### src/rtl/core/mbrc_pkg.sv
// ----------------------------------------------------------------------------
// mbrc_pkg
// shared types, constants and the byte-wide crc-16 update for the request check
// ----------------------------------------------------------------------------
`default_nettype none

package mbrc_pkg;

  localparam int unsigned PosW = 3;

  // positions of the bytes within a request frame
  localparam logic [PosW-1:0] POS_UNIT      = 3'd0;
  localparam logic [PosW-1:0] POS_FUNCTION  = 3'd1;
  localparam logic [PosW-1:0] POS_ADDR_HI   = 3'd2;
  localparam logic [PosW-1:0] POS_ADDR_LO   = 3'd3;
  localparam logic [PosW-1:0] POS_QTY_HI    = 3'd4;
  localparam logic [PosW-1:0] POS_QTY_LO    = 3'd5;
  localparam logic [PosW-1:0] POS_CRC_LO    = 3'd6;
  localparam logic [PosW-1:0] POS_CRC_HI    = 3'd7;

  localparam logic [15:0] CRC_INIT = 16'hFFFF;
  localparam logic [15:0] CRC_POLY = 16'hA001;

  localparam logic [7:0] FC_READ_INPUTS  = 8'h02;
  localparam logic [7:0] FC_READ_HOLDING = 8'h03;

  localparam logic [15:0] QTY_MAX_INPUTS  = 16'd2040;
  localparam logic [15:0] QTY_MAX_HOLDING = 16'd127;

  typedef enum logic [1:0] {
    STATUS_OK           = 2'd0,
    STATUS_BAD_FUNCTION = 2'd1,
    STATUS_BAD_VALUE    = 2'd2,
    STATUS_NO_DEVICE    = 2'd3
  } status_e;

  // reflected crc-16, one byte, eight shift steps
  function automatic logic [15:0] crc16_byte(input logic [15:0] crc, input logic [7:0] b);
    logic [15:0] c;
    c = crc ^ {8'h00, b};
    for (int k = 0; k < 8; k++) begin
      if (c[0]) begin
        c = (c >> 1) ^ CRC_POLY;
      end else begin
        c = c >> 1;
      end
    end
    return c;
  endfunction

endpackage

`default_nettype wire

### src/rtl/core/modbus_rtu_request_check.sv
// ----------------------------------------------------------------------------
// modbus_rtu_request_check
// checks 8-byte modbus rtu read requests and gives one verdict per frame
// ----------------------------------------------------------------------------
// usage:
//   data channel (data_valid_i / data_stall_o) takes one request byte per item,
//   frames are back to back with no gap, byte 0 is the unit id.
//   result channel (result_valid_o / result_stall_i) gives one item after the
//   eighth byte: status, unit id, function code, start address and quantity.
//   cfg channel (cfg_valid_i / cfg_ready_o) writes device_count, always ready;
//   write it only while no frame is in flight.
//   a byte is taken every cycle while data_stall_o is low; each byte passes an
//   input register and from there is folded into the crc and header registers,
//   and the verdict is registered in the result register as the last byte is folded in.
//   the crc update is a byte-wide unrolled step and sets the cycle time.
//   reset puts the frame position to byte 0, the crc to 0xffff, device_count
//   to 0 and empties both registers.
//   while a result waits under result_stall_i, the input register holds its
//   byte and data_stall_o is raised; nothing is lost.
// ----------------------------------------------------------------------------
`default_nettype none

module modbus_rtu_request_check
  import mbrc_pkg::*;
(
  input  wire logic        clk_i,
  input  wire logic        rst_ni,
  input  wire logic        cfg_valid_i,
  output logic             cfg_ready_o,
  input  wire logic [7:0]  device_count_i,
  input  wire logic        data_valid_i,
  output logic             data_stall_o,
  input  wire logic [7:0]  data_byte_i,
  output logic             result_valid_o,
  input  wire logic        result_stall_i,
  output logic [1:0]       status_o,
  output logic [7:0]       unit_id_o,
  output logic [7:0]       function_code_o,
  output logic [15:0]      start_address_o,
  output logic [15:0]      quantity_o
);

  logic [7:0]      dev_count_q;
  logic            in_valid_q;
  logic [7:0]      in_byte_q;
  logic [PosW-1:0] pos_q;
  logic [15:0]     crc_q, crc_d;
  logic [7:0]      unit_q, func_q, crc_lo_q;
  logic [15:0]     addr_q, qty_q;
  logic            out_valid_q;
  status_e         status_q, status_d;
  logic [7:0]      out_unit_q, out_func_q;
  logic [15:0]     out_addr_q, out_qty_q;
  logic            out_free, in_go, in_take, frame_end;

  assign cfg_ready_o = 1'b1;
  assign out_free    = !out_valid_q || !result_stall_i;
  assign in_go       = in_valid_q && out_free;
  assign data_stall_o = in_valid_q && !out_free;
  assign in_take     = data_valid_i && !data_stall_o;
  assign frame_end   = in_go && (pos_q == POS_CRC_HI);

  always_ff @(posedge clk_i or negedge rst_ni) begin
    if (!rst_ni) begin
      dev_count_q <= 8'd0;
    end else if (cfg_valid_i && cfg_ready_o) begin
      dev_count_q <= device_count_i;
    end
  end

  // input register
  always_ff @(posedge clk_i or negedge rst_ni) begin
    if (!rst_ni) begin
      in_valid_q <= 1'b0;
    end else if (in_take) begin
      in_valid_q <= 1'b1;
    end else if (in_go) begin
      in_valid_q <= 1'b0;
    end
  end

  always_ff @(posedge clk_i) begin
    if (in_take) begin
      in_byte_q <= data_byte_i;
    end
  end

  // crc and position
  always_comb begin
    crc_d = crc_q;
    if (pos_q <= POS_QTY_LO) begin
      crc_d = crc16_byte(crc_q, in_byte_q);
    end else if (pos_q == POS_CRC_HI) begin
      crc_d = CRC_INIT;
    end
  end

  always_ff @(posedge clk_i or negedge rst_ni) begin
    if (!rst_ni) begin
      pos_q <= POS_UNIT;
      crc_q <= CRC_INIT;
    end else if (in_go) begin
      pos_q <= pos_q + 3'd1;
      crc_q <= crc_d;
    end
  end

  // header capture
  always_ff @(posedge clk_i) begin
    if (in_go) begin
      case (pos_q)
        POS_UNIT:     unit_q        <= in_byte_q;
        POS_FUNCTION: func_q        <= in_byte_q;
        POS_ADDR_HI:  addr_q[15:8]  <= in_byte_q;
        POS_ADDR_LO:  addr_q[7:0]   <= in_byte_q;
        POS_QTY_HI:   qty_q[15:8]   <= in_byte_q;
        POS_QTY_LO:   qty_q[7:0]    <= in_byte_q;
        POS_CRC_LO:   crc_lo_q      <= in_byte_q;
        default:      ;
      endcase
    end
  end

  // verdict, first failing check wins
  always_comb begin
    if (unit_q == 8'd0 || unit_q > dev_count_q) begin
      status_d = STATUS_NO_DEVICE;
    end else if (func_q != FC_READ_INPUTS && func_q != FC_READ_HOLDING) begin
      status_d = STATUS_BAD_FUNCTION;
    end else if (func_q == FC_READ_INPUTS && qty_q > QTY_MAX_INPUTS) begin
      status_d = STATUS_BAD_VALUE;
    end else if (func_q == FC_READ_HOLDING && qty_q > QTY_MAX_HOLDING) begin
      status_d = STATUS_BAD_VALUE;
    end else if (crc_lo_q != crc_q[7:0] || in_byte_q != crc_q[15:8]) begin
      status_d = STATUS_BAD_VALUE;
    end else begin
      status_d = STATUS_OK;
    end
  end

  // result register
  always_ff @(posedge clk_i or negedge rst_ni) begin
    if (!rst_ni) begin
      out_valid_q <= 1'b0;
    end else if (frame_end) begin
      out_valid_q <= 1'b1;
    end else if (out_valid_q && !result_stall_i) begin
      out_valid_q <= 1'b0;
    end
  end

  always_ff @(posedge clk_i) begin
    if (frame_end) begin
      status_q   <= status_d;
      out_unit_q <= unit_q;
      out_func_q <= func_q;
      out_addr_q <= addr_q;
      out_qty_q  <= qty_q;
    end
  end

  assign result_valid_o  = out_valid_q;
  assign status_o        = status_q;
  assign unit_id_o       = out_unit_q;
  assign function_code_o = out_func_q;
  assign start_address_o = out_addr_q;
  assign quantity_o      = out_qty_q;

`ifndef SYNTHESIS
  a_crc_init_at_frame_start: assert property (@(posedge clk_i) disable iff (!rst_ni)
    (pos_q == POS_UNIT) |-> (crc_q == CRC_INIT))
    else $error("crc not at initial value at start of frame");

  a_frame_end_gives_result: assert property (@(posedge clk_i) disable iff (!rst_ni)
    frame_end |=> out_valid_q)
    else $error("end of frame gave no result");

  a_blocked_byte_held: assert property (@(posedge clk_i) disable iff (!rst_ni)
    (in_valid_q && !out_free) |=> (in_valid_q && $stable(in_byte_q) && $stable(pos_q)))
    else $error("input register lost a byte while the result was stalled");

  a_ok_needs_valid_header: assert property (@(posedge clk_i) disable iff (!rst_ni)
    (out_valid_q && status_q == STATUS_OK) |->
      ((out_func_q == FC_READ_INPUTS || out_func_q == FC_READ_HOLDING)
       && out_unit_q != 8'd0))
    else $error("ok verdict on an illegal header");
`endif

endmodule

`default_nettype wire
### config.mk
export PLATFORM = sky130hd
export DESIGN_NAME = modbus_rtu_request_check
export DESIGN_NICKNAME = d
export VERILOG_FILES = /design/src/rtl/core/mbrc_pkg.sv /design/src/rtl/core/modbus_rtu_request_check.sv
export SDC_FILE = /design/constraint.sdc
export NUM_CORES = 1
export LEC_CHECK = 0
export BUFFER_PORTS_ARGS = -buffer_cell sky130_fd_sc_hd__buf_2
export CAP_MARGIN = 20
export CORE_MARGIN = 8
export CORE_UTILIZATION = 40
export DETAILED_ROUTE_END_ITERATION = 12
export PLACE_DENSITY_LB_ADDON = 0.3
export SYNTH_ARGS = -nofsm -noshare
export SYNTH_HDL_FRONTEND = slang
export SYNTH_SLANG_ARGS = --single-unit
### constraint.sdc
create_clock -name clk_i -period 3.2 [get_ports clk_i]
set_clock_uncertainty 0.05 [all_clocks]
set_input_delay 0.48 -clock clk_i [delete_from_list [all_inputs] [get_ports clk_i]]
set_output_delay 0.48 -clock clk_i [all_outputs]
set_load 0.1 [all_outputs]
### Word-level counts from Yosys, hierarchy flattened

Cells that the tools add are included.

| word-level totals | value |
|---|---|
| bits of input ports | 21 |
| word-level logic and storage cells | 100 |
| register bits after elaboration | 143 |
| output and inout port bits | 53 |

| cells by class | value |
|---|---|
| multiplexer cells | 25 |
| bitwise gates (word level) | 9 |
| add/sub/neg operators | 1 |
| equality and inequality tests | 13 |
| order comparisons | 4 |
| reduce and logical (&&, ||, !) cells | 29 |

Operator list:

| operator | count |
|---|---|
| $mux 16 | 17 |
| $not 2->3 | 8 |
| $eq 8x2->1 const B | 2 |
| $gt 16x11->1 const B | 1 |
| $gt 16x7->1 const B | 1 |
| $ne 8x2->1 const B | 2 |
| $ne 8x8->1 | 2 |
| $reduce_and 2->1 | 8 |
| $xor 16x8->16 | 1 |
| $eq 3x3->1 const B | 4 |
| $gt 8x8->1 | 1 |
| $logic_and 1x1->1 | 8 |
| $logic_not 8->1 | 1 |
| $mux 2 | 4 |
| $eq 3x2->1 const B | 2 |
| $reduce_bool 2->1 | 3 |
| $logic_not 1->1 | 4 |
| $mux 1 | 4 |
| $add 3x1->3 const B | 1 |
| $eq 3x1->1 const B | 1 |
| $le 3x3->1 const B | 1 |
| $logic_not 3->1 | 1 |
| $logic_or 1x1->1 | 3 |
| $reduce_or 2->1 | 1 |

### Longest topological paths before layout

| logic depth | value |
|---|---|
| depth in word-level cells | 25 |
| gate-level depth with buffers | 7 |
| gate-level depth less buffers | 7 |

### Worst setup path before layout

Ideal clock, no wire load.

| timing path | value |
|---|---|
| kind | register to register |
| start point | register out_valid_q, in the netlist result_valid_o |
| end point | register out_func_q[0], in the netlist function_code_o[0], enable pin |
| buffers on the path | 0 |
| required time | 2746 ps |
| data arrival time | 2411 ps |
| stages on the path, launching flop included | 4 |
| period minus slack after synthesis | 2865 ps |
| path slack | 335 ps |
| cell sequence | dfrtp_1 -> a21boi_0 -> nand2_1 -> inv_1 |

| on the way | value |
|---|---|
| cells in the longest elaborated chain, start to end | 4 |

RTL lines:

| item | line | source |
|---|---|---|
| start, declared | modbus_rtu_request_check.sv:50 | `logic out_valid_q;` |
| start signal, assigned | modbus_rtu_request_check.sv:144 | `out_valid_q <= 1'b0;` |
| start signal, assigned | modbus_rtu_request_check.sv:146 | `out_valid_q <= 1'b1;` |
| start signal, assigned | modbus_rtu_request_check.sv:148 | `out_valid_q <= 1'b0;` |
| $logic_not 1->1 | modbus_rtu_request_check.sv:57 | `assign out_free = !out_valid_q \|\| !result_stall_i;` |
| $logic_or 1x1->1 | modbus_rtu_request_check.sv:57 |  |
| $logic_and 1x1->1 | modbus_rtu_request_check.sv:58 | `assign in_go = in_valid_q && out_free;` |
| $logic_and 1x1->1 | modbus_rtu_request_check.sv:61 | `assign frame_end = in_go && (pos_q == POS_CRC_HI);` |
| net frame_end | modbus_rtu_request_check.sv:54 | `logic out_free, in_go, in_take, frame_end;` |
| end signal, assigned | modbus_rtu_request_check.sv:156 | `out_func_q <= func_q;` |
| end, declared | modbus_rtu_request_check.sv:52 | `logic [7:0] out_unit_q, out_func_q;` |

The timed path passes the listed nets, and every way through them passes these cells.
A chain may end at the register's enable or synchronous reset.

### Worst setup path after layout

| timing path | value |
|---|---|
| start point | register in_byte_q[2] |
| end point | register crc_q[0] |

| on the way | value |
|---|---|
| cells in the longest elaborated chain, start to end | 18 |

RTL lines:

| item | line | source |
|---|---|---|
| start, declared | modbus_rtu_request_check.sv:45 | `logic [7:0] in_byte_q;` |
| start signal, assigned | modbus_rtu_request_check.sv:84 | `in_byte_q <= data_byte_i;` |
| $xor 16x8->16 * | mbrc_pkg.sv:40 | `c = crc ^ {8'h00, b};` |
| $mux 16 * | mbrc_pkg.sv:42 | `if (c[0]) begin` |
| $mux 16 * | modbus_rtu_request_check.sv:91 | `if (pos_q <= POS_QTY_LO) begin` |
| $not 2->3 (no source line) | - |  |
| $mux 16 * | mbrc_pkg.sv:42 |  |
| $mux 16 * | modbus_rtu_request_check.sv:91 |  |
| $mux 16 * | mbrc_pkg.sv:42 |  |
| $mux 16 * | modbus_rtu_request_check.sv:91 |  |
| [... 2 more ...] | - |  |
| $mux 16 * | mbrc_pkg.sv:42 |  |
| $mux 16 * | modbus_rtu_request_check.sv:91 |  |
| $mux 16 * | mbrc_pkg.sv:42 |  |
| $mux 16 * | modbus_rtu_request_check.sv:91 |  |
| $mux 16 * | mbrc_pkg.sv:42 |  |
| $mux 16 * | modbus_rtu_request_check.sv:91 |  |
| $mux 16 * | mbrc_pkg.sv:42 |  |
| $mux 16 * | modbus_rtu_request_check.sv:91 |  |
| end signal, assigned | modbus_rtu_request_check.sv:104 | `crc_q <= crc_d;` |
| end, declared | modbus_rtu_request_check.sv:47 | `logic [15:0] crc_q, crc_d;` |

Every way passes the cells marked *; elsewhere a longest branch is shown, timed or not. The select of a mux whose other input is x is not followed.

==> impl_metrics.csv <==
group,metric,value,unit
drt,drt-total-wl,10300,um
worst_setup_path,cp-start-kind,"flip-flop",
worst_setup_path,critical_path_class,"reg2reg",
cts,ctsResizeCount,0,
grt,grtUsageMet3,4.38,%
cts,cts-root-buf,"clkbuf_16",
placement,io_buffer_count,72,
floorplan,rows,42,
grt,use_met2,18.6,%
grt,gr-usage-met1,15.7,%
grt,grt_pass1_wl,16400,um
drt,drc,0,
synth,yosysUniqueCellTypes,38,
cts,clk_pin_slew_worst_paths,60,ps
grt,gr-total-overflow,0,
synth,syn_inst,309,
cts,insertion_delay,420,ps
final_layout,areaGrowthSynthToFinish,21.6,%
final_layout,fin_area,6500,um^2
worst_setup_path,worst-path-buf-inv,0,
timing,finalSetupTns,0,ps
timing,min_period,2330,ps
synth,ys.flop_type,"edfxtp_1",
drt,wl_per_cell,17.5,um
cts,clkSinkCount,143,
cts,htree_levels,4,
worst_setup_path,cp_slowest_stage_delay,600,ps
placement,place_congestion,0.799,
final_layout,nets,434,
timing,hold_violations,0,
drt,drt_iter0_markers,256,
synth,synth.avg_cell_area,17.3,um^2
floorplan,die_y,132,um
timing,fmax,429,MHz
final_layout,drive_above_1_share,30.6,%
grt,antenna_found_initial,0,
floorplan,design.core.area,13100,um^2
drt,firstDrtPassIters,4,
worst_setup_path,cp-end-kind,"flip-flop",
cts,clockBufferDepth,2,
placement,dp_worst_setup_slack,914,ps
worst_setup_path,cp.arrival,2630,ps
placement,placement.cell_area,5930,um^2
worst_setup_path,critPathSlowestCell,"edfxtp_1",
final_layout,final_cells,588,
power,vdd_ir_drop_max,0.464,mV
drt,vias,2781,
grt,grt_busiest_layer,"met2",
synth,ys_seq_area_share,78.0,%
synth,yosysWarnings,0,
power,cellLeakagePower,0.00249,uW
final_layout,n_antenna_cell,0,
min_path,hold_class,"in2async",
placement,placedCellCount,556,
cts,cts_buffers,17,
drt,ant_nets,0,
floorplan,chipWidth,132,um
drt,viasPerCell,4.73,
timing,setup_viol,0,
timing,final-max-slew-violation-count,0,
cts,cts_hold_buf,0,
grt,grt_usage,12.5,%
synth,syn-cell-area,5350,um^2
synth,synthArstFlopShare,20.3,%
outcome,run_status,"complete, no violations",
grt,grt_max_degree,51,
timing,rsz0062_at_grt,"false",
timing,tightest_slew,669,ps
cts,cts_tree,"done",
worst_setup_path,path_max_fanout,9,
synth,synth_edf_count,114,
placement,dp_hpwl,7230,um
worst_setup_path,r2r_slack,870,ps
timing,worst_slew_margin_rel,55.4,%
synth,synth-seq-cells,143,
power,powerDensity,993,nW/um^2
flow_run,drv_cap,0,
synth,syn-num-nets,344,
floorplan,dieArea,17300,um^2
cts,cts_setup_buffers,0,
worst_setup_path,cp.required,3490,ps
worst_setup_path,cp_top_family,"XOR/XNOR gates",
worst_setup_path,crit_chain,"xor2_1, xnor3_1, xnor3_2, xor3_1, a21oi_1",
floorplan,initial_core_util,40.7,%
timing,fin_ws,869,ps
floorplan,ios,74,
grt,grt_pass1_vias,2897,
timing,finalCritPeriodShare,72.8,%
==> layout by cell type (no fill, tap or decap), drive strengths merged, types with 9 or more instances in the layout <==
master  netlist  routed
dfstp        16      16
ha           14      14
o21ai         9       9
edfxtp      114     114
dfrtp        13      13
inv          16      18
nor2         12      12
buf           1      75
nand2        15      15
a21oi        11      11
xor2         15      15
clkbuf        3      18
xnor2        20      20
==> metrics by stage <==
| step | utilization [%] | hold WS (ps) | power [uW] |
|---|---|---|---|
| 5_1_grt | 49.5 | 80.4 | 6750 |
| 3_5_place_dp | 45.2 | 356 | 4630 |
| 4_1_cts | 49.5 | 57.1 | 6520 |
| 3_3_place_gp | 45.2 | 368 | 4610 |
| 6_report | 49.5 | 51.8 | 6460 |
| 2_1_floorplan | - | 134 | 4230 |
==> sequential cells by signal, indices dropped and copies added (netlist names) <==
name	cells
addr_q	16
crc_lo_q	8
crc_q	16
dev_count_q	8
func_q	8
function_code_o	8
in_byte_q	8
in_valid_q	1
pos_q	3
qty_q	16
quantity_o	16
result_valid_o	1
start_address_o	16
status_o	2
unit_id_o	8
unit_q	8
==> power breakdown <==
part	switching [uW]	leakage (uW)	internal [uW]	total (uW)
registers	241	0.00136	2470	2710
clock network	741	0.000275	1140	1890
logic	1210	0.000848	643	1860
total	2200	0.00249	4260	6460
==> layer usage <==
layer / vias to the layer above / wire (um)
met2: 85 / 4870
met5: - / 0
met3: 14 / 593
met1: 1364 / 4650
li1: 1318 / -
met4: 0 / 190
==> worst paths after layout <==
path,to,start,depth (start not counted)
setup / recovery,crc_q[0],in_byte_q[2],5
hold / removal,pos_q[2],rst_ni,1
setup reg to reg,crc_q[0],in_byte_q[2],5
hold reg to reg,start_address_o[13],addr_q[13],0
max in group asynchronous,dev_count_q[3],rst_ni,1
min in group clk_i,in_byte_q[7],data_byte_i[7],1
==> cell type report <==
| class | instances | area (um^2) |
|---|---|---|
| Sequential cell | 143 | 4170 |
| Timing Repair Buffer | 75 | 383 |
| Clock buffer | 18 | 429 |
| Fill cell | 1117 | 6630 |
| Inverter | 16 | 60.1 |
| Multi-Input combinational cell | 146 | 1100 |
| Tap cell | 176 | 220 |
| Clock inverter | 14 | 143 |
==> synthesized netlist by cell type (all sizes together) (2+ instances only) <==
cell / instances / area share, %
edfxtp: 114 / 64
o41ai: 2 / 0.33
xnor3: 2 / 0.87
o21ai: 9 / 0.84
nor4: 6 / 0.70
and3: 7 / 0.82
inv: 16 / 1.1
nand3: 4 / 0.37
a21oi: 11 / 1.0
dfstp: 16 / 7.9
ha: 14 / 3.3
and2: 2 / 0.23
a21o: 2 / 0.28
nand4: 3 / 0.35
xor2: 15 / 2.6
xnor2: 20 / 3.4
nor2: 12 / 0.84
dfrtp: 13 / 6.1
nand2: 15 / 1.1
nor3: 2 / 0.19
nand3b: 2 / 0.28
o22a: 8 / 1.3
clkbuf: 3 / 0.21
==> cell families after synthesis <==
family | count (synthesis) | synth area share, %
and+or+nand+nor | 56 | 5.26
buffers and inverters | 20 | 1.47
DFF | 143 | 78.0
other | 1 | 0.0701
AOI/OAI and AO/OA | 36 | 4.42
xor gates and xnor gates | 38 | 7.32
muxes | 1 | 0.211
adders and majority gates | 14 | 3.28
Power figures use the tool's default switching activity.
